===== config.mk =====
export PLATFORM = sky130hd
export DESIGN_NAME = timed_task_table
export DESIGN_NICKNAME = d
export VERILOG_FILES = /design/src/rtl/ttt_pkg.sv /design/src/rtl/timed_task_table.sv /design/src/rtl/ttt_mem.sv /design/src/rtl/ttt_ctrl.sv
export SDC_FILE = /design/constraint.sdc
export NUM_CORES = 1
export LEC_CHECK = 0
export ABC_AREA = 1
export BUFFER_PORTS_ARGS = -buffer_cell sky130_fd_sc_hd__buf_2
export CORE_MARGIN = 2
export CORE_UTILIZATION = 35
export DETAILED_ROUTE_END_ITERATION = 12
export PLACE_DENSITY = 0.54
export SLEW_MARGIN = 40
export SYNTH_ARGS = -nofsm -noshare
export SYNTH_HDL_FRONTEND = slang
export SYNTH_SLANG_ARGS = --single-unit

===== constraint.sdc =====
create_clock -name aclk -period 4.9 [get_ports aclk]
set_input_delay 0.735 -clock aclk [delete_from_list [all_inputs] [get_ports aclk]]
set_output_delay 0.735 -clock aclk [all_outputs]
set_load 0.01 [all_outputs]

===== src/rtl/ttt_pkg.sv =====
// ----------------------------------------------------------------------------
// ttt_pkg
// Shared types and codes for the timed task table: operation codes,
// status codes, the stored entry layout and the result record.
// ----------------------------------------------------------------------------
package ttt_pkg;

    localparam int MAX_TASKS_DEF = 8;

    localparam int OP_W     = 2;
    localparam int ID_W     = 8;
    localparam int PARAM_W  = 16;
    localparam int TICK_W   = 16;
    localparam int STATUS_W = 3;

    localparam logic [OP_W-1:0] OP_ADD      = 2'd0;
    localparam logic [OP_W-1:0] OP_REMOVE   = 2'd1;
    localparam logic [OP_W-1:0] OP_TICK     = 2'd2;
    localparam logic [OP_W-1:0] OP_DISPATCH = 2'd3;

    localparam logic [STATUS_W-1:0] ST_OK        = 3'd0;
    localparam logic [STATUS_W-1:0] ST_DUP       = 3'd1;
    localparam logic [STATUS_W-1:0] ST_FULL      = 3'd2;
    localparam logic [STATUS_W-1:0] ST_NOTFOUND  = 3'd3;
    localparam logic [STATUS_W-1:0] ST_NONEREADY = 3'd4;

    typedef struct packed {
        logic [ID_W-1:0]    task_id;
        logic [PARAM_W-1:0] param;
        logic [TICK_W-1:0]  countdown;
        logic [TICK_W-1:0]  period;
        logic               ready;
    } entry_t;

    typedef struct packed {
        logic [STATUS_W-1:0] status;
        logic                run_valid;
        logic [ID_W-1:0]     run_task_id;
        logic [PARAM_W-1:0]  run_param;
    } result_t;

endpackage


===== src/rtl/timed_task_table.sv =====
// ----------------------------------------------------------------------------
// timed_task_table
// Ordered table of timed tasks: add, remove, tick and dispatch, with the
// entries held in a single-port-write synchronous memory.
// ----------------------------------------------------------------------------
// channel  | direction | ports
// ---------+-----------+----------------------------------------------------
// s_       | in        | s_valid s_ready s_op s_task_id s_task_param
//          |           | s_first_delay s_reload_period
// m_       | out       | m_valid m_ready m_status m_run_valid m_run_task_id
//          |           | m_run_param
//
// one transaction at a time; each stored entry takes a memory read, then an
// evaluate or write back, and the result is registered once the walk ends;
// the next transaction is accepted once the result has moved to the output
// register; a removal costs no more, the shift resumes the walk
// reset is synchronous, active low; it empties the table, memory needs no clear
// the result register lets s_ready rise again while a result waits on m_ready;
// the next transaction stalls only at its own completion
// ----------------------------------------------------------------------------
module timed_task_table #(
    parameter int MAX_TASKS = ttt_pkg::MAX_TASKS_DEF
) (
    input  logic                          aclk,
    input  logic                          aresetn,
    input  logic                          s_valid,
    output logic                          s_ready,
    input  logic [ttt_pkg::OP_W-1:0]      s_op,
    input  logic [ttt_pkg::ID_W-1:0]      s_task_id,
    input  logic [ttt_pkg::PARAM_W-1:0]   s_task_param,
    input  logic [ttt_pkg::TICK_W-1:0]    s_first_delay,
    input  logic [ttt_pkg::TICK_W-1:0]    s_reload_period,
    output logic                          m_valid,
    input  logic                          m_ready,
    output logic [ttt_pkg::STATUS_W-1:0]  m_status,
    output logic                          m_run_valid,
    output logic [ttt_pkg::ID_W-1:0]      m_run_task_id,
    output logic [ttt_pkg::PARAM_W-1:0]   m_run_param
);

    localparam int AW = (MAX_TASKS > 1) ? $clog2(MAX_TASKS) : 1;
    localparam int CW = $clog2(MAX_TASKS + 1);

    logic              mem_we;
    logic [AW-1:0]     mem_waddr;
    logic [AW-1:0]     mem_raddr;
    ttt_pkg::entry_t   mem_wdata;
    ttt_pkg::entry_t   mem_rdata;

    logic              res_valid;
    logic              res_ready;
    ttt_pkg::result_t  res;

    logic              m_valid_reg, m_valid_next;
    ttt_pkg::result_t  out_reg;
    logic              load;

    ttt_mem #(
        .DEPTH (MAX_TASKS),
        .AW    (AW)
    ) u_mem (
        .aclk  (aclk),
        .we    (mem_we),
        .waddr (mem_waddr),
        .wdata (mem_wdata),
        .raddr (mem_raddr),
        .rdata (mem_rdata)
    );

    ttt_ctrl #(
        .MAX_TASKS (MAX_TASKS),
        .AW        (AW),
        .CW        (CW)
    ) u_ctrl (
        .aclk            (aclk),
        .aresetn         (aresetn),
        .s_valid         (s_valid),
        .s_ready         (s_ready),
        .s_op            (s_op),
        .s_task_id       (s_task_id),
        .s_task_param    (s_task_param),
        .s_first_delay   (s_first_delay),
        .s_reload_period (s_reload_period),
        .res_valid       (res_valid),
        .res_ready       (res_ready),
        .res             (res),
        .mem_we          (mem_we),
        .mem_waddr       (mem_waddr),
        .mem_wdata       (mem_wdata),
        .mem_raddr       (mem_raddr),
        .mem_rdata       (mem_rdata)
    );

    assign res_ready = !m_valid_reg || m_ready;
    assign load      = res_valid && res_ready;

    always_comb begin
        m_valid_next = m_valid_reg;
        if (load) begin
            m_valid_next = 1'b1;
        end else if (m_ready) begin
            m_valid_next = 1'b0;
        end
    end

    always_ff @(posedge aclk) begin
        if (!aresetn) begin
            m_valid_reg <= 1'b0;
        end else begin
            m_valid_reg <= m_valid_next;
        end
    end

    always_ff @(posedge aclk) begin
        if (load) begin
            out_reg <= res;
        end
    end

    assign m_valid       = m_valid_reg;
    assign m_status      = out_reg.status;
    assign m_run_valid   = out_reg.run_valid;
    assign m_run_task_id = out_reg.run_task_id;
    assign m_run_param   = out_reg.run_param;

endmodule


===== src/rtl/ttt_mem.sv =====
// ----------------------------------------------------------------------------
// ttt_mem
// Task entry store: one write port, one read port, registered read data.
// ----------------------------------------------------------------------------
module ttt_mem #(
    parameter int DEPTH = ttt_pkg::MAX_TASKS_DEF,
    parameter int AW    = 3
) (
    input  logic             aclk,
    input  logic             we,
    input  logic [AW-1:0]    waddr,
    input  ttt_pkg::entry_t  wdata,
    input  logic [AW-1:0]    raddr,
    output ttt_pkg::entry_t  rdata
);

    ttt_pkg::entry_t mem [DEPTH];
    ttt_pkg::entry_t rdata_reg;

    always_ff @(posedge aclk) begin
        if (we) begin
            mem[waddr] <= wdata;
        end
    end

    always_ff @(posedge aclk) begin
        rdata_reg <= mem[raddr];
    end

    assign rdata = rdata_reg;

endmodule


===== src/rtl/ttt_ctrl.sv =====
// ----------------------------------------------------------------------------
// ttt_ctrl
// Sequencer that walks the entry store for each transaction: id search,
// tick update, ready search, and the gap-closing shift after a removal or a one-shot dispatch.
// ----------------------------------------------------------------------------
module ttt_ctrl #(
    parameter int MAX_TASKS = ttt_pkg::MAX_TASKS_DEF,
    parameter int AW        = 3,
    parameter int CW        = 4
) (
    input  logic                          aclk,
    input  logic                          aresetn,
    input  logic                          s_valid,
    output logic                          s_ready,
    input  logic [ttt_pkg::OP_W-1:0]      s_op,
    input  logic [ttt_pkg::ID_W-1:0]      s_task_id,
    input  logic [ttt_pkg::PARAM_W-1:0]   s_task_param,
    input  logic [ttt_pkg::TICK_W-1:0]    s_first_delay,
    input  logic [ttt_pkg::TICK_W-1:0]    s_reload_period,
    output logic                          res_valid,
    input  logic                          res_ready,
    output ttt_pkg::result_t              res,
    output logic                          mem_we,
    output logic [AW-1:0]                 mem_waddr,
    output ttt_pkg::entry_t               mem_wdata,
    output logic [AW-1:0]                 mem_raddr,
    input  ttt_pkg::entry_t               mem_rdata
);

    localparam logic [2:0] S_IDLE     = 3'd0;
    localparam logic [2:0] S_SCAN     = 3'd1;
    localparam logic [2:0] S_EVAL     = 3'd2;
    localparam logic [2:0] S_SHIFT_RD = 3'd3;
    localparam logic [2:0] S_SHIFT_WR = 3'd4;
    localparam logic [2:0] S_DONE     = 3'd5;

    logic [2:0]                    state_reg, state_next;
    logic [CW-1:0]                 count_reg, count_next;
    logic [CW-1:0]                 idx_reg, idx_next;
    logic [ttt_pkg::OP_W-1:0]      op_reg, op_next;
    logic [ttt_pkg::ID_W-1:0]      id_reg, id_next;
    logic [ttt_pkg::PARAM_W-1:0]   param_reg, param_next;
    logic [ttt_pkg::TICK_W-1:0]    delay_reg, delay_next;
    logic [ttt_pkg::TICK_W-1:0]    period_reg, period_next;
    ttt_pkg::result_t              res_reg, res_next;

    logic [CW-1:0]                 idx_inc;
    logic [CW-1:0]                 idx_prev;
    logic                          in_range;
    logic [ttt_pkg::TICK_W-1:0]    cd_dec;
    ttt_pkg::entry_t               ticked;

    assign idx_inc  = idx_reg + CW'(1);
    assign idx_prev = idx_reg - CW'(1);
    assign in_range = (idx_reg < count_reg);
    assign cd_dec   = mem_rdata.countdown - ttt_pkg::TICK_W'(1);

    // countdown step for one entry
    always_comb begin
        ticked = mem_rdata;
        if (mem_rdata.countdown != '0) begin
            ticked.countdown = cd_dec;
            if (cd_dec == '0) begin
                ticked.ready = 1'b1;
                if (mem_rdata.period != '0) begin
                    ticked.countdown = mem_rdata.period;
                end
            end
        end
    end

    always_comb begin
        state_next  = state_reg;
        count_next  = count_reg;
        idx_next    = idx_reg;
        op_next     = op_reg;
        id_next     = id_reg;
        param_next  = param_reg;
        delay_next  = delay_reg;
        period_next = period_reg;
        res_next    = res_reg;
        s_ready     = (state_reg == S_IDLE);
        res_valid   = (state_reg == S_DONE);
        mem_we      = 1'b0;
        mem_waddr   = idx_reg[AW-1:0];
        mem_wdata   = mem_rdata;
        mem_raddr   = idx_reg[AW-1:0];

        case (state_reg)
            S_IDLE: begin
                if (s_valid) begin
                    op_next     = s_op;
                    id_next     = s_task_id;
                    param_next  = s_task_param;
                    delay_next  = s_first_delay;
                    period_next = s_reload_period;
                    idx_next    = '0;
                    res_next    = '0;
                    state_next  = S_SCAN;
                end
            end
            S_SCAN: begin
                if (in_range) begin
                    state_next = S_EVAL;
                end else begin
                    // walk finished without an early exit
                    case (op_reg)
                        ttt_pkg::OP_ADD: begin
                            if (count_reg == CW'(MAX_TASKS)) begin
                                res_next.status = ttt_pkg::ST_FULL;
                            end else begin
                                mem_we              = 1'b1;
                                mem_waddr           = count_reg[AW-1:0];
                                mem_wdata.task_id   = id_reg;
                                mem_wdata.param     = param_reg;
                                mem_wdata.countdown = delay_reg;
                                mem_wdata.period    = period_reg;
                                mem_wdata.ready     = 1'b0;
                                count_next          = count_reg + CW'(1);
                            end
                        end
                        ttt_pkg::OP_REMOVE:   res_next.status = ttt_pkg::ST_NOTFOUND;
                        ttt_pkg::OP_DISPATCH: res_next.status = ttt_pkg::ST_NONEREADY;
                        default: ;
                    endcase
                    state_next = S_DONE;
                end
            end
            S_EVAL: begin
                idx_next   = idx_inc;
                state_next = S_SCAN;
                case (op_reg)
                    ttt_pkg::OP_ADD: begin
                        if (mem_rdata.task_id == id_reg) begin
                            res_next.status = ttt_pkg::ST_DUP;
                            state_next      = S_DONE;
                        end
                    end
                    ttt_pkg::OP_REMOVE: begin
                        if (mem_rdata.task_id == id_reg) begin
                            state_next = S_SHIFT_RD;
                        end
                    end
                    ttt_pkg::OP_TICK: begin
                        mem_we    = 1'b1;
                        mem_wdata = ticked;
                    end
                    ttt_pkg::OP_DISPATCH: begin
                        if (mem_rdata.ready) begin
                            res_next.run_valid   = 1'b1;
                            res_next.run_task_id = mem_rdata.task_id;
                            res_next.run_param   = mem_rdata.param;
                            if (mem_rdata.period != '0) begin
                                mem_we          = 1'b1;
                                mem_wdata.ready = 1'b0;
                                state_next      = S_DONE;
                            end else begin
                                // one-shot entry leaves the table
                                state_next = S_SHIFT_RD;
                            end
                        end
                    end
                    default: ;
                endcase
            end
            S_SHIFT_RD: begin
                if (in_range) begin
                    state_next = S_SHIFT_WR;
                end else begin
                    count_next = count_reg - CW'(1);
                    state_next = S_DONE;
                end
            end
            S_SHIFT_WR: begin
                // move entry idx down one slot
                mem_we     = 1'b1;
                mem_waddr  = idx_prev[AW-1:0];
                idx_next   = idx_inc;
                state_next = S_SHIFT_RD;
            end
            S_DONE: begin
                if (res_ready) begin
                    state_next = S_IDLE;
                end
            end
            default: state_next = S_IDLE;
        endcase
    end

    always_ff @(posedge aclk) begin
        if (!aresetn) begin
            state_reg <= S_IDLE;
            count_reg <= '0;
        end else begin
            state_reg <= state_next;
            count_reg <= count_next;
        end
    end

    always_ff @(posedge aclk) begin
        idx_reg    <= idx_next;
        op_reg     <= op_next;
        id_reg     <= id_next;
        param_reg  <= param_next;
        delay_reg  <= delay_next;
        period_reg <= period_next;
        res_reg    <= res_next;
    end

    assign res = res_reg;

endmodule


* Yosys cells after proc, flatten, opt, wreduce, memory -nomap -nowiden
Memory sizes are Yosys's and may differ from the RTL's. A register that Yosys moved wholly into a read port is not among the register bits.
Cells that the tools add are included.
** Word-level totals
- Memory bits (writable) :: 456
- Output and inout port bits :: 30
- Logic and storage cells :: 121
- Input bits :: 62
- Latch bits :: 0
- Flip-flop bits (word level) :: 126
- Memories :: 1
- Memory bits (read-only) :: 0
** Operators by class
- $add $sub $neg :: 5
- Div/mod/pow operators :: 0
- Bitwise gates (word level) :: 0
- Shift-type cells :: 0
- Reduce and logical (&&, ||, !) cells :: 20
- Multiply operators :: 0
- Eq/ne operators :: 22
- Order comparisons :: 1
- Multiplexer cells :: 55
** Memory list
- u_mem.mem :: words 8, width 57, read ports 1, clocked after memory_dff 1, wr ports 1, RTL line ttt_mem.sv:17 : ttt_pkg::entry_t mem [DEPTH];
** Operators by type and width (number)
- 57-bit 2-to-1 mux :: 3
- 57-bit case mux with 2 select lines :: 1
- 25-bit 2-to-1 mux :: 2
- 25-bit case mux with 2 select lines :: 1
- 16-bit 2-to-1 mux :: 3
- 3-bit 2-to-1 mux :: 13
- 32-bit 2-to-1 mux :: 1
- 16-bit nonzero test :: 2
- 28-bit 2-to-1 mux :: 1
- 3-bit case mux with 3 select lines :: 3
- 4-bit 2-to-1 mux :: 5
- 3-bit case mux with 6 select lines :: 1
- 16-bit zero test :: 1
- 2-bit != test (second input constant) :: 8
- 4-bit case mux with 2 select lines :: 2
- 16-bit by 1-bit subtractor with 16-bit output (second input constant) :: 1
- 1-bit 2-to-1 mux :: 14
- 4-bit by 1-bit adder with 4-bit output (second input constant) :: 2
- 8-bit equality test :: 1
- 2-bit nonzero test :: 4
- 7-bit AND reduction :: 1
- 3-bit by 2-bit equality test with 1-bit output (second input constant) :: 2
- 3-bit equality test (second input constant) :: 2
- 3-bit case mux with 2 select lines :: 1
- other kinds (23) :: 28

* Longest topological paths before layout
Gate-level depths: netlist of the first run.
- Word-level depth :: 7
- Depth in mapped cells :: 17

* Cells and area by module
From an unflattened synthesis of the first run, not the netlist that was laid out.
** Unflattened totals
- Cells, all modules :: 2835
- Area, all modules :: 27764.1 sq um
** Modules (own cells, without submodules)
- ttt_mem :: area each 20958.9 sq um, sequential area each 14834.2 sq um, instances 1, cells an instance 2045
- ttt_ctrl :: area each 5913.2 sq um, sequential area each 2842.7 sq um, instances 1, cells an instance 755
- timed_task_table :: area each 892.1 sq um, sequential area each 860.8 sq um, instances 1, cells an instance 35

* Least setup slack after synthesis of the first run
Ideal clock, no wire load.
- Kind :: reg2reg
- Start :: register u_ctrl.idx_reg[1]
- End :: memory u_mem.mem[0][0] (netlist bit) (enable)
- Path slack :: -0.040 ns
- Arrival time :: 4.468 ns
- Data required time :: 4.428 ns
- Path buffers :: 3
- Cell stages (with the launch flop) :: 12
- Period minus slack after synthesis :: 4.940 ns
- Cell sequence :: edfxtp_1 clkbuf_1 clkinv_1 clkbuf_1 clkbuf_1 ha_1 or2_2 a31oi_1 a22oi_1 inv_1 nand2_1 nor2_1
** Between the ends
- Longest elaborated chain between the ends :: 5
- Elaborated cells between the ends (all ways) :: 10
** Ends and longest elaborated chain
- start, declared :: RTL line ttt_ctrl.sv:39 : logic [CW-1:0] idx_reg, idx_next;
- start signal, assigned :: RTL line ttt_ctrl.sv:201 : idx_reg <= idx_next;
- 4-bit less-than comparator :: RTL line ttt_ctrl.sv:55 : assign in_range = (idx_reg < count_reg);
- 1-bit 2-to-1 mux :: RTL line ttt_ctrl.sv:103 : if (in_range) begin
- 1-bit case mux with 3 select lines :: RTL line ttt_ctrl.sv:89 : case (state_reg)
- 1-bit 2-to-1 mux :: RTL line ttt_mem.sv:21 : if (we) begin
- 1-bit 2-to-1 mux (implied by the code) :: RTL line ttt_mem.sv:22 : mem[waddr] <= wdata;
- end, declared :: RTL line ttt_mem.sv:17
Several ways; a longest one is shown, not always the timed one.

* Worst setup path in the final report of the first run
- Start :: register u_ctrl.idx_reg[1]
- End :: memory u_mem.mem[6][2] (netlist bit) (enable)
Same word-level chain as after synthesis.

==> impl_metrics.env, run 1 <==
export IMPL_synth_compound_area_share_pct=9.95
export IMPL_final_common_cell="edfxtp_1"
export IMPL_period_share_pct=72.8
export IMPL_area_growth_syn_to_layout_pct=15.5
export IMPL_report_final_setup_viol=0
export IMPL_antennaDiodeCount=0
export IMPL_fin_setup_tns_ns=0
export IMPL_postSynthAreaPerCell_um2=11.9
export IMPL_drc=0
export IMPL_critPathLaunchType="flop"
export IMPL_routedWlPerCell_um=19.5
export IMPL_rsz0062_at_grt="false"
export IMPL_final_cell_mix="edfxtp_1, nor2_1, o21ai_0, nand2_1, inv_1"
export IMPL_yosysWarnings=0
export IMPL_dr_pass1_iters=5
export IMPL_pwr_share_seq_pct=43.4
export IMPL_synthSimpleGateAreaFrac_pct=12.4
export IMPL_htreeDepth=3
export IMPL_crit_arrival_ns=3.79
export IMPL_dpl_hpwl_mm=35.8
export IMPL_synth_top_family_by_area="simple AND/OR/NAND/NOR gates"
export IMPL_regArea_um2=18500
export IMPL_hold_violations=0
export IMPL_cp_end_kind="flop"
export IMPL_tightest_slew_ns=0.850
export IMPL_dr_total_vias=16300
export IMPL_holdWs_ns=0.288
export IMPL_routed_wl_mm=62.8
export IMPL_hold_path_class="input port to flop"
export IMPL_p_sw_uw=6770
export IMPL_grt_overflow=0
export IMPL_grt_pass1_vias=16000
export IMPL_synth_seq_area_share_pct=73.2
export IMPL_fin_nets=2295
export IMPL_p_int_uw=12300
export IMPL_synthAdderAreaFrac_pct=0.573
export IMPL_grt_use_total_pct=16.8
export IMPL_largest_reg_flops=456
export IMPL_synth_cell_area_um2=25300
export IMPL_tritoncts="done"
export IMPL_synthesis_nets=2207
export IMPL_chipHeight_um=273
export IMPL_p_comb_share_pct=29.8
export IMPL_avgViaCountPerCell=5.06
export IMPL_post_cts_buffers=0
export IMPL_post_route_min_period_ns=3.57
export IMPL_synth_xor_area_share_pct=0.449
export IMPL_grt_pass1_wl_mm=95.4
export IMPL_fill_cells=6747
export IMPL_grt_max_degree=100
export IMPL_swShare_pct=35.5
export IMPL_required_ns=5.12
export IMPL_slew_viol_final=0
export IMPL_post_route_cells_drive_above_1_share_pct=11.5
export IMPL_antenna_found_initial=1
export IMPL_timing_slew_headroom_pct=43.3
export IMPL_die_area_um2=74600
export IMPL_synth_mux_area_share_pct=0
export IMPL_start_util_pct=35.4
export IMPL_ys_ff_latch=639
export IMPL_crit_fanout=67
export IMPL_netlist_instances=2134
export IMPL_cts_buffer_depth=3
export IMPL_fmax_ghz=0.280
export IMPL_ctsResizeCount=0
export IMPL_p_leak_uw=0.0102
export IMPL_rows=98
export IMPL_core_um2=71600
export IMPL_vdd_ir_drop_worst_uv=348
export IMPL_clk_pin_slew_ns=0.06
export IMPL_die_x_um=273
export IMPL_yosysUniqueCellTypes=40
export IMPL_drt_iter0_drc=1473
export IMPL_ant_nets=0
export IMPL_cts_buffers=70
export IMPL_clkPwrFrac_pct=26.8
export IMPL_io_pins=92
export IMPL_worstSetupPathType="flop to flop"
export IMPL_clk_latency_ns=0.62
export IMPL_finClkSkew_ns=0.0371
export IMPL_cts_sinks=639
export IMPL_powerDensity_nw_per_um2=652
export IMPL_clockRootBuffer="clkbuf_16"
export IMPL_port_buffers=91
export IMPL_max_cap_violations=0
export IMPL_ctsHoldBuffers=0
export IMPL_gp_congestion=0.825
export IMPL_multi_input_area_um2=6010
export IMPL_outcome="finished, final reports clean"
-- worst paths after layout --
kind,slack (ns),cells after the start,from,end
setup / recovery,1.33,9,u_ctrl.idx_reg[1],u_mem.mem[6][2]
hold / removal,0.29,1,s_task_param[5],u_ctrl.param_reg[5]
setup reg to reg,1.33,9,u_ctrl.idx_reg[1],u_mem.mem[6][2]
hold reg to reg,0.41,0,u_ctrl.res[14],m_run_param[14]
-- through the flow --
stage          power [uW]  setup slack, ns  utilization (%)  instance area, um^2  instances
2_1_floorplan       12000          -0.0400                -                25300       2134
6_report            19100             1.33             40.9                29300       3227
5_1_grt             20200             1.03             40.9                29300       3227
4_1_cts             19200             1.28             40.9                29300       3227
3_5_place_dp        14100             1.32             37.7                27000       3100
3_3_place_gp        13900             1.33             37.6                26900       3098
-- per-layer routing --
metal | vias to the layer above | global-route usage (%) | routed length [um]
li1 | 7720 | - | -
met1 | 8058 | 23.3 | 28400
met2 | 445 | 26.8 | 29200
met3 | 110 | 2.94 | 3730
met4 | 2 | 5.31 | 1470
met5 | - | 0 | 10
-- cells in the mapped netlist (all sizes together) --
library cell	instances	share of area, %
clkinv	1	0.015
ha	10	0.49
nand3	62	1.2
or2	2	0.049
clkbuf	82	1.2
nor2	500	7.6
o22ai	58	1.4
a41oi	1	0.035
a211oi	1	0.030
a31oi	59	1.5
and2	2	0.049
o32ai	2	0.069
dfxtp	65	5.1
o221ai	1	0.035
a21oi	19	0.38
nand4	3	0.074
nand2	213	3.3
fa	1	0.079
o211ai	1	0.030
o21ai	298	5.9
nor3	5	0.099
xnor2	7	0.24
edfxtp	574	68
a211o	1	0.035
xor2	6	0.21
inv	110	1.6
buf	30	0.60
nor4	1	0.025
o21a	1	0.030
a21boi	1	0.030
a22oi	17	0.50
-- power by group through the flow --
stage / clock, uW / sequential, uW / combinational, uW
floorplan: 0 / 8220 / 3770
global placement: 0 / 8370 / 5510
detailed placement: 0 / 8390 / 5680
CTS: 5220 / 8280 / 5710
global route: 5440 / 8360 / 6410
finish: 5110 / 8280 / 5680
-- layout make-up --
cell class                 count  area share [%]
timing repair buffer         128            2.87
clock buffer                 100            6.62
multi-input combinational   1272            20.5
inverter                     111            1.45
sequential                   639            63.4
tap                          950            4.06
clock inverter                27            1.10
-- critical path, stage by stage (launching register included) --
cell      delay (ns)
edfxtp_1        0.35
buf_4           0.68
clkinv_2        0.13
buf_4           0.35
a21oi_1         0.21
o21ai_0         0.10
a21boi_0        0.35
nand2_1         0.23
nor2_4          0.16
buf_4           0.56
-- cells by family (layout without fill, tap and decap cells) --
logic type	count (synthesis)	count (layout)
DFF	639	639
and+or+nand+nor	788	788
AOI/OAI and AO/OA	460	460
adders and majority gates	11	11
buffers and inverters	223	366
xor gates and xnor gates	13	13
(Power assumes the default switching activity.)
==> run 2: changes to the inputs <==
PLACE_DENSITY = 0.52   (was 0.54)
clock period = 3.75 ns   (was 4.9 ns; I/O delays follow)
==> run 2 against run 1 <==
Net effect:
- clock skew down 0.012 ns
- critical path depth did not move
- total power increased by 33%
- global-route usage increased by 0.051 points
- cell count grew 0.43%
==> impl_metrics.env, run 2 (same netlist as run 1, synthesis figures left out) <==
export IMPL_globalRouteMet3Util_pct=2.70
export IMPL_finClkSkew_ns=0.0250
export IMPL_worst_slack_ns=0.487
export IMPL_grt_max_degree=187
export IMPL_multi_input_area_um2=6010
export IMPL_powerDensity_nw_per_um2=859
export IMPL_area_growth_syn_to_layout_pct=16.3
export IMPL_routedWlPerCell_um=19.4
export IMPL_hold_violations=0
export IMPL_chipHeight_um=273
export IMPL_dp_cells=3112
export IMPL_total_power_uw=25300
export IMPL_port_buffers=91
export IMPL_place_ws_ns=0.466
export IMPL_grt_pass1_vias=16100
export IMPL_antenna_found_initial=3
export IMPL_crit_fanout=46
export IMPL_p_leak_uw=0.0103
export IMPL_fill_cells=6765
export IMPL_tritoncts="done"
export IMPL_cts_sinks=639
export IMPL_cp_end_kind="flop"
export IMPL_ctsResizeCount=0
export IMPL_worstSetupPathType="flop to flop"
export IMPL_clk_pin_slew_ns=0.06
export IMPL_cts_buffers=69
export IMPL_rows=98
export IMPL_outcome="finished, final reports clean"
export IMPL_crit_arrival_ns=3.48
export IMPL_fin_nets=2307
export IMPL_hold_path_class="input port to flop"
export IMPL_gp_congestion=0.854
export IMPL_ctsHoldBuffers=0
export IMPL_avgViaCountPerCell=5.03
export IMPL_timing_slew_headroom_pct=45.9
export IMPL_grt_overflow=0
export IMPL_report_final_setup_viol=0
export IMPL_dr_pass1_iters=5
export IMPL_slew_viol_final=0
export IMPL_clk_latency_ns=0.61
export IMPL_final_common_cell="edfxtp_1"
export IMPL_busiest_layer="met2"
export IMPL_largest_reg_flops=456
export IMPL_max_cap_violations=0
export IMPL_ant_nets=0
export IMPL_critPathLaunchType="flop"
export IMPL_drc=0
export IMPL_post_route_cells_drive_above_1_share_pct=12.1
export IMPL_grt_use_total_pct=16.8
export IMPL_dr_total_vias=16300
export IMPL_met2_usage_pct=27.4
export IMPL_dpl_hpwl_mm=36.4
export IMPL_use_met1_pct=23.1
export IMPL_start_util_pct=35.4
export IMPL_vdd_ir_drop_worst_uv=391
export IMPL_die_area_um2=74600
export IMPL_required_ns=3.97
export IMPL_post_cts_buffers=0
export IMPL_routed_wl_mm=62.9
export IMPL_final_cell_mix="edfxtp_1, nor2_1, o21ai_0, nand2_1, inv_1"
export IMPL_period_share_pct=87.0
export IMPL_fmax_ghz=0.306
export IMPL_io_pins=92
export IMPL_clockRootBuffer="clkbuf_16"
export IMPL_drt_iter0_drc=1197
export IMPL_regArea_um2=18500
export IMPL_final_cells=3241
export IMPL_post_route_min_period_ns=3.26
export IMPL_tightest_slew_ns=0.806
export IMPL_cts_buffer_depth=3
export IMPL_holdWs_ns=0.133
export IMPL_die_x_um=273
export IMPL_htreeDepth=3
export IMPL_rsz0062_at_grt="false"
export IMPL_core_um2=71600
export IMPL_grt_pass1_wl_mm=96.1
run 2: changes by cell type in the layout (fill, tap and decap cells not counted), moves of 2 or more:
cell	delta
buf_12	+6
buf_4	+5
clkbuf_1	-4
inv_6	+4
bufinv_16	+3
clkbuf_8	+2
clkinv_16	-2
run 2: layout make-up:
type                    count  share of cell area, %
repair buffers            141                   3.47
flip-flops and latches    639                   62.9
well taps                 950                   4.03
inverters                 111                   1.44
clock buffers              97                   6.53
clock inverters            30                   1.21
diodes                      1                0.00849
multi-input cells        1272                   20.4
run 2: path summary, 6_finish.rpt:
| kind | start | endpoint | slack, ns | cells past startpoint |
|---|---|---|---|---|
| setup reg to reg | u_ctrl.idx_reg[1] | u_mem.mem[6][20] | 0.49 | 9 |
| hold / removal | s_task_param[3] | u_ctrl.param_reg[3] | 0.13 | 1 |
| setup / recovery | u_ctrl.idx_reg[1] | u_mem.mem[6][20] | 0.49 | 9 |
| hold reg to reg | u_ctrl.res[0] | m_run_param[0] | 0.41 | 0 |
run 2: where the power goes:
part | leakage, uW | internal [uW] | total, uW | switching, uW
clock | 0.00111 | 4080 | 6800 | 2720
combinational | 0.00346 | 2080 | 7710 | 5630
sequential | 0.00577 | 10200 | 10800 | 618
run 2: worst max-delay path: stages, from the launching register on:
cell	delay (ns)
edfxtp_1	0.35
buf_4	0.51
clkinv_2	0.18
buf_4	0.35
a21oi_1	0.20
o21ai_0	0.10
a21boi_0	0.32
nand2_1	0.22
nor2_4	0.15
buf_4	0.49
run 2: per-stage QoR:
step	utilization (%)	TNS (ns)	instance area, um^2
CTS	41.1	0	29400
global placement	37.9	0	27100
finish	41.2	0	29500
global route	41.1	0	29500
detailed placement	37.9	0	27200
floorplan	-	-81.70	25400
run 2: layer usage:
layer / share of wire [%] / up-vias
met4: 2.1 / 0
li1: - / 7750
met1: 45 / 8014
met2: 47 / 465
met5: 0 / -
met3: 5.3 / 83
==> run 3: changes to the inputs <==
RECOVER_POWER = 100   (was unset)
SLEW_MARGIN = unset   (was 40)
==> run 3 against run 2 <==
Net effect:
- register-to-register slack got worse by 0.09 ns
- worst setup slack got worse by 0.093 ns
- critical endpoint is now u_mem.mem[2][42]
- cell area shrank 1.2%
- the flow now finishes with violations (max-capacitance violations, max-slew violations)
- global-route usage about the same
- via count fell by 0.86%
- hold slack lost 0.013 ns
==> impl_metrics.env, run 3 (same netlist as run 1, synthesis figures left out) <==
export IMPL_powerDensity_nw_per_um2=855
export IMPL_die_area_um2=74600
export IMPL_dpl_hpwl_mm=36.1
export IMPL_outcome="finished with violations"
export IMPL_hold_path_class="input port to flop"
export IMPL_drt_iter0_drc=1301
export IMPL_ctsHoldBuffers=0
export IMPL_use_met1_pct=23.1
export IMPL_p_comb_share_pct=30.0
export IMPL_grt_max_degree=229
export IMPL_placed_area_um2=27100
export IMPL_crit_arrival_ns=3.59
export IMPL_r2r_slack_ns=0.39
export IMPL_io_pins=92
export IMPL_cp_end_kind="flop"
export IMPL_avgViaCountPerCell=5.00
export IMPL_period_share_pct=89.5
export IMPL_cts_buffer_depth=3
export IMPL_crit_path_cell_trace="inv_1, ha_1, o21ai_0, nand2_1, nand3_1, nand2_1, nand2_1, nor2_1, inv_1, nand3_1, nand3_1, nor2_1, buf_6"
export IMPL_tritoncts="done"
export IMPL_reg2reg_depth=13
export IMPL_post_cts_buffers=0
export IMPL_start_util_pct=35.4
export IMPL_dr_pass1_iters=5
export IMPL_min_to="u_ctrl.delay_reg[0]"
export IMPL_globalRouteMet3Util_pct=2.42
export IMPL_antenna_found_initial=1
export IMPL_clockRootBuffer="clkbuf_16"
export IMPL_dr_total_vias=16200
export IMPL_grt_use_total_pct=16.8
export IMPL_grt_pass1_wl_mm=96.4
export IMPL_fin_setup_tns_ns=0
export IMPL_cts_buffers=69
export IMPL_swShare_pct=35.9
export IMPL_slowest_delay_ns=0.50
export IMPL_critPathLaunchType="flop"
export IMPL_die_x_um=273
export IMPL_largest_reg_flops=456
export IMPL_p_int_uw=15900
export IMPL_grt_overflow=0
export IMPL_report_final_setup_viol=0
export IMPL_p_sw_uw=8930
export IMPL_regToRegEndpoint="u_mem.mem[2][42]"
export IMPL_met2_usage_pct=27.6
export IMPL_routedWlPerCell_um=19.5
export IMPL_tightest_slew_ns=1.84
export IMPL_holdWs_ns=0.119
export IMPL_core_um2=71600
export IMPL_area_growth_syn_to_layout_pct=14.9
export IMPL_rsz0062_at_grt="false"
export IMPL_post_route_cells_drive_above_1_share_pct=9.49
export IMPL_min_from="s_first_delay[0]"
export IMPL_utilization_pct=40.6
export IMPL_post_route_min_period_ns=3.36
export IMPL_ctsResizeCount=0
export IMPL_crit_fanout=43
export IMPL_port_buffers=91
export IMPL_violations="max-capacitance violations, max-slew violations"
export IMPL_p_leak_uw=0.0101
export IMPL_max_cap_violations=4
export IMPL_clk_pin_slew_ns=0.07
export IMPL_clkPwrFrac_pct=26.5
export IMPL_final_cell_mix="edfxtp_1, nor2_1, o21ai_0, nand2_1, inv_1"
export IMPL_busiest_layer="met2"
export IMPL_antennaDiodeCount=0
export IMPL_fill_cells=6810
export IMPL_fmax_ghz=0.298
export IMPL_cts_sinks=639
export IMPL_timing_slew_headroom_pct=-22.5
export IMPL_rows=98
export IMPL_crit_slowest_cell="buf_6"
export IMPL_required_ns=3.99
export IMPL_ant_nets=0
export IMPL_routed_wl_mm=63.0
export IMPL_hold_depth=1
export IMPL_htreeDepth=3
export IMPL_hold_violations=0
export IMPL_chipHeight_um=273
export IMPL_pwr_share_seq_pct=43.5
export IMPL_gp_congestion=0.854
export IMPL_clk_latency_ns=0.61
export IMPL_slew_viol_final=132
export IMPL_vdd_ir_drop_worst_uv=733
export IMPL_drc=0
export IMPL_worstSetupPathType="flop to flop"
export IMPL_final_common_cell="edfxtp_1"
export IMPL_fin_nets=2304
export IMPL_grt_pass1_vias=16200
export IMPL_finClkSkew_ns=0.0170
export IMPL_r2r_start="u_ctrl.count_reg[1]"
export IMPL_fin_area_um2=29100
[run 3: routing by layer]
metal | wire length (um) | vias up | part of all wire, %
li1 | - | 7741 | -
met1 | 29100 | 7979 | 46
met2 | 30000 | 374 | 48
met3 | 2650 | 78 | 4.2
met4 | 1270 | 0 | 2.0
met5 | 0 | - | 0
[run 3: cell type report]
type                       instances  area [um^2]  area share [%]
clock buffer                      98         1880            6.44
clock inverter                    29          322            1.10
inverter                         111          424            1.46
multi-input combinational       1272         5950            20.4
sequential                       639        18500            63.7
tap                              950         1190            4.08
timing repair buffer             138          811            2.79
[run 3: how the worst max path moves through the flow]
stage                         from          endpoint  slack [ns]
2_1_floorplan    u_ctrl.idx_reg[1]   u_mem.mem[2][0]       -0.25
3_3_place_gp     u_ctrl.idx_reg[1]  u_mem.mem[6][22]        0.52
3_5_place_dp     u_ctrl.idx_reg[1]  u_mem.mem[6][23]        0.48
4_1_cts          u_ctrl.idx_reg[1]  u_mem.mem[6][22]        0.49
5_1_grt        u_ctrl.count_reg[1]  u_mem.mem[2][28]        0.17
6_report       u_ctrl.count_reg[1]  u_mem.mem[2][42]        0.39
[run 3: critical path, delay by kind of cell, from the launching register on]
| kind | cells | cell delay, ns |
|---|---|---|
| simple gates | 8 | 1.40 |
| fa+ha+maj | 1 | 0.28 |
| flops | 1 | 0.42 |
| compound gates | 1 | 0.09 |
| buf+inv | 3 | 0.77 |
[run 3: power by group through the flow]
stage | Clock, uW | Sequential, uW | Combinational, uW
finish | 6580 | 10800 | 7470
global placement | 0 | 10900 | 7590
detailed placement | 0 | 11000 | 7680
CTS | 6750 | 10800 | 7710
global route | 7010 | 10900 | 8430
floorplan | 0 | 10700 | 4970
[run 3: through the flow]
step / setup slack (ns) / instances / power [uW]
CTS: 0.488 / 3237 / 25300
global route: 0.170 / 3237 / 26400
detailed placement: 0.479 / 3110 / 18600
floorplan: -0.253 / 2134 / 15700
global placement: 0.521 / 3110 / 18500
finish: 0.394 / 3237 / 24900
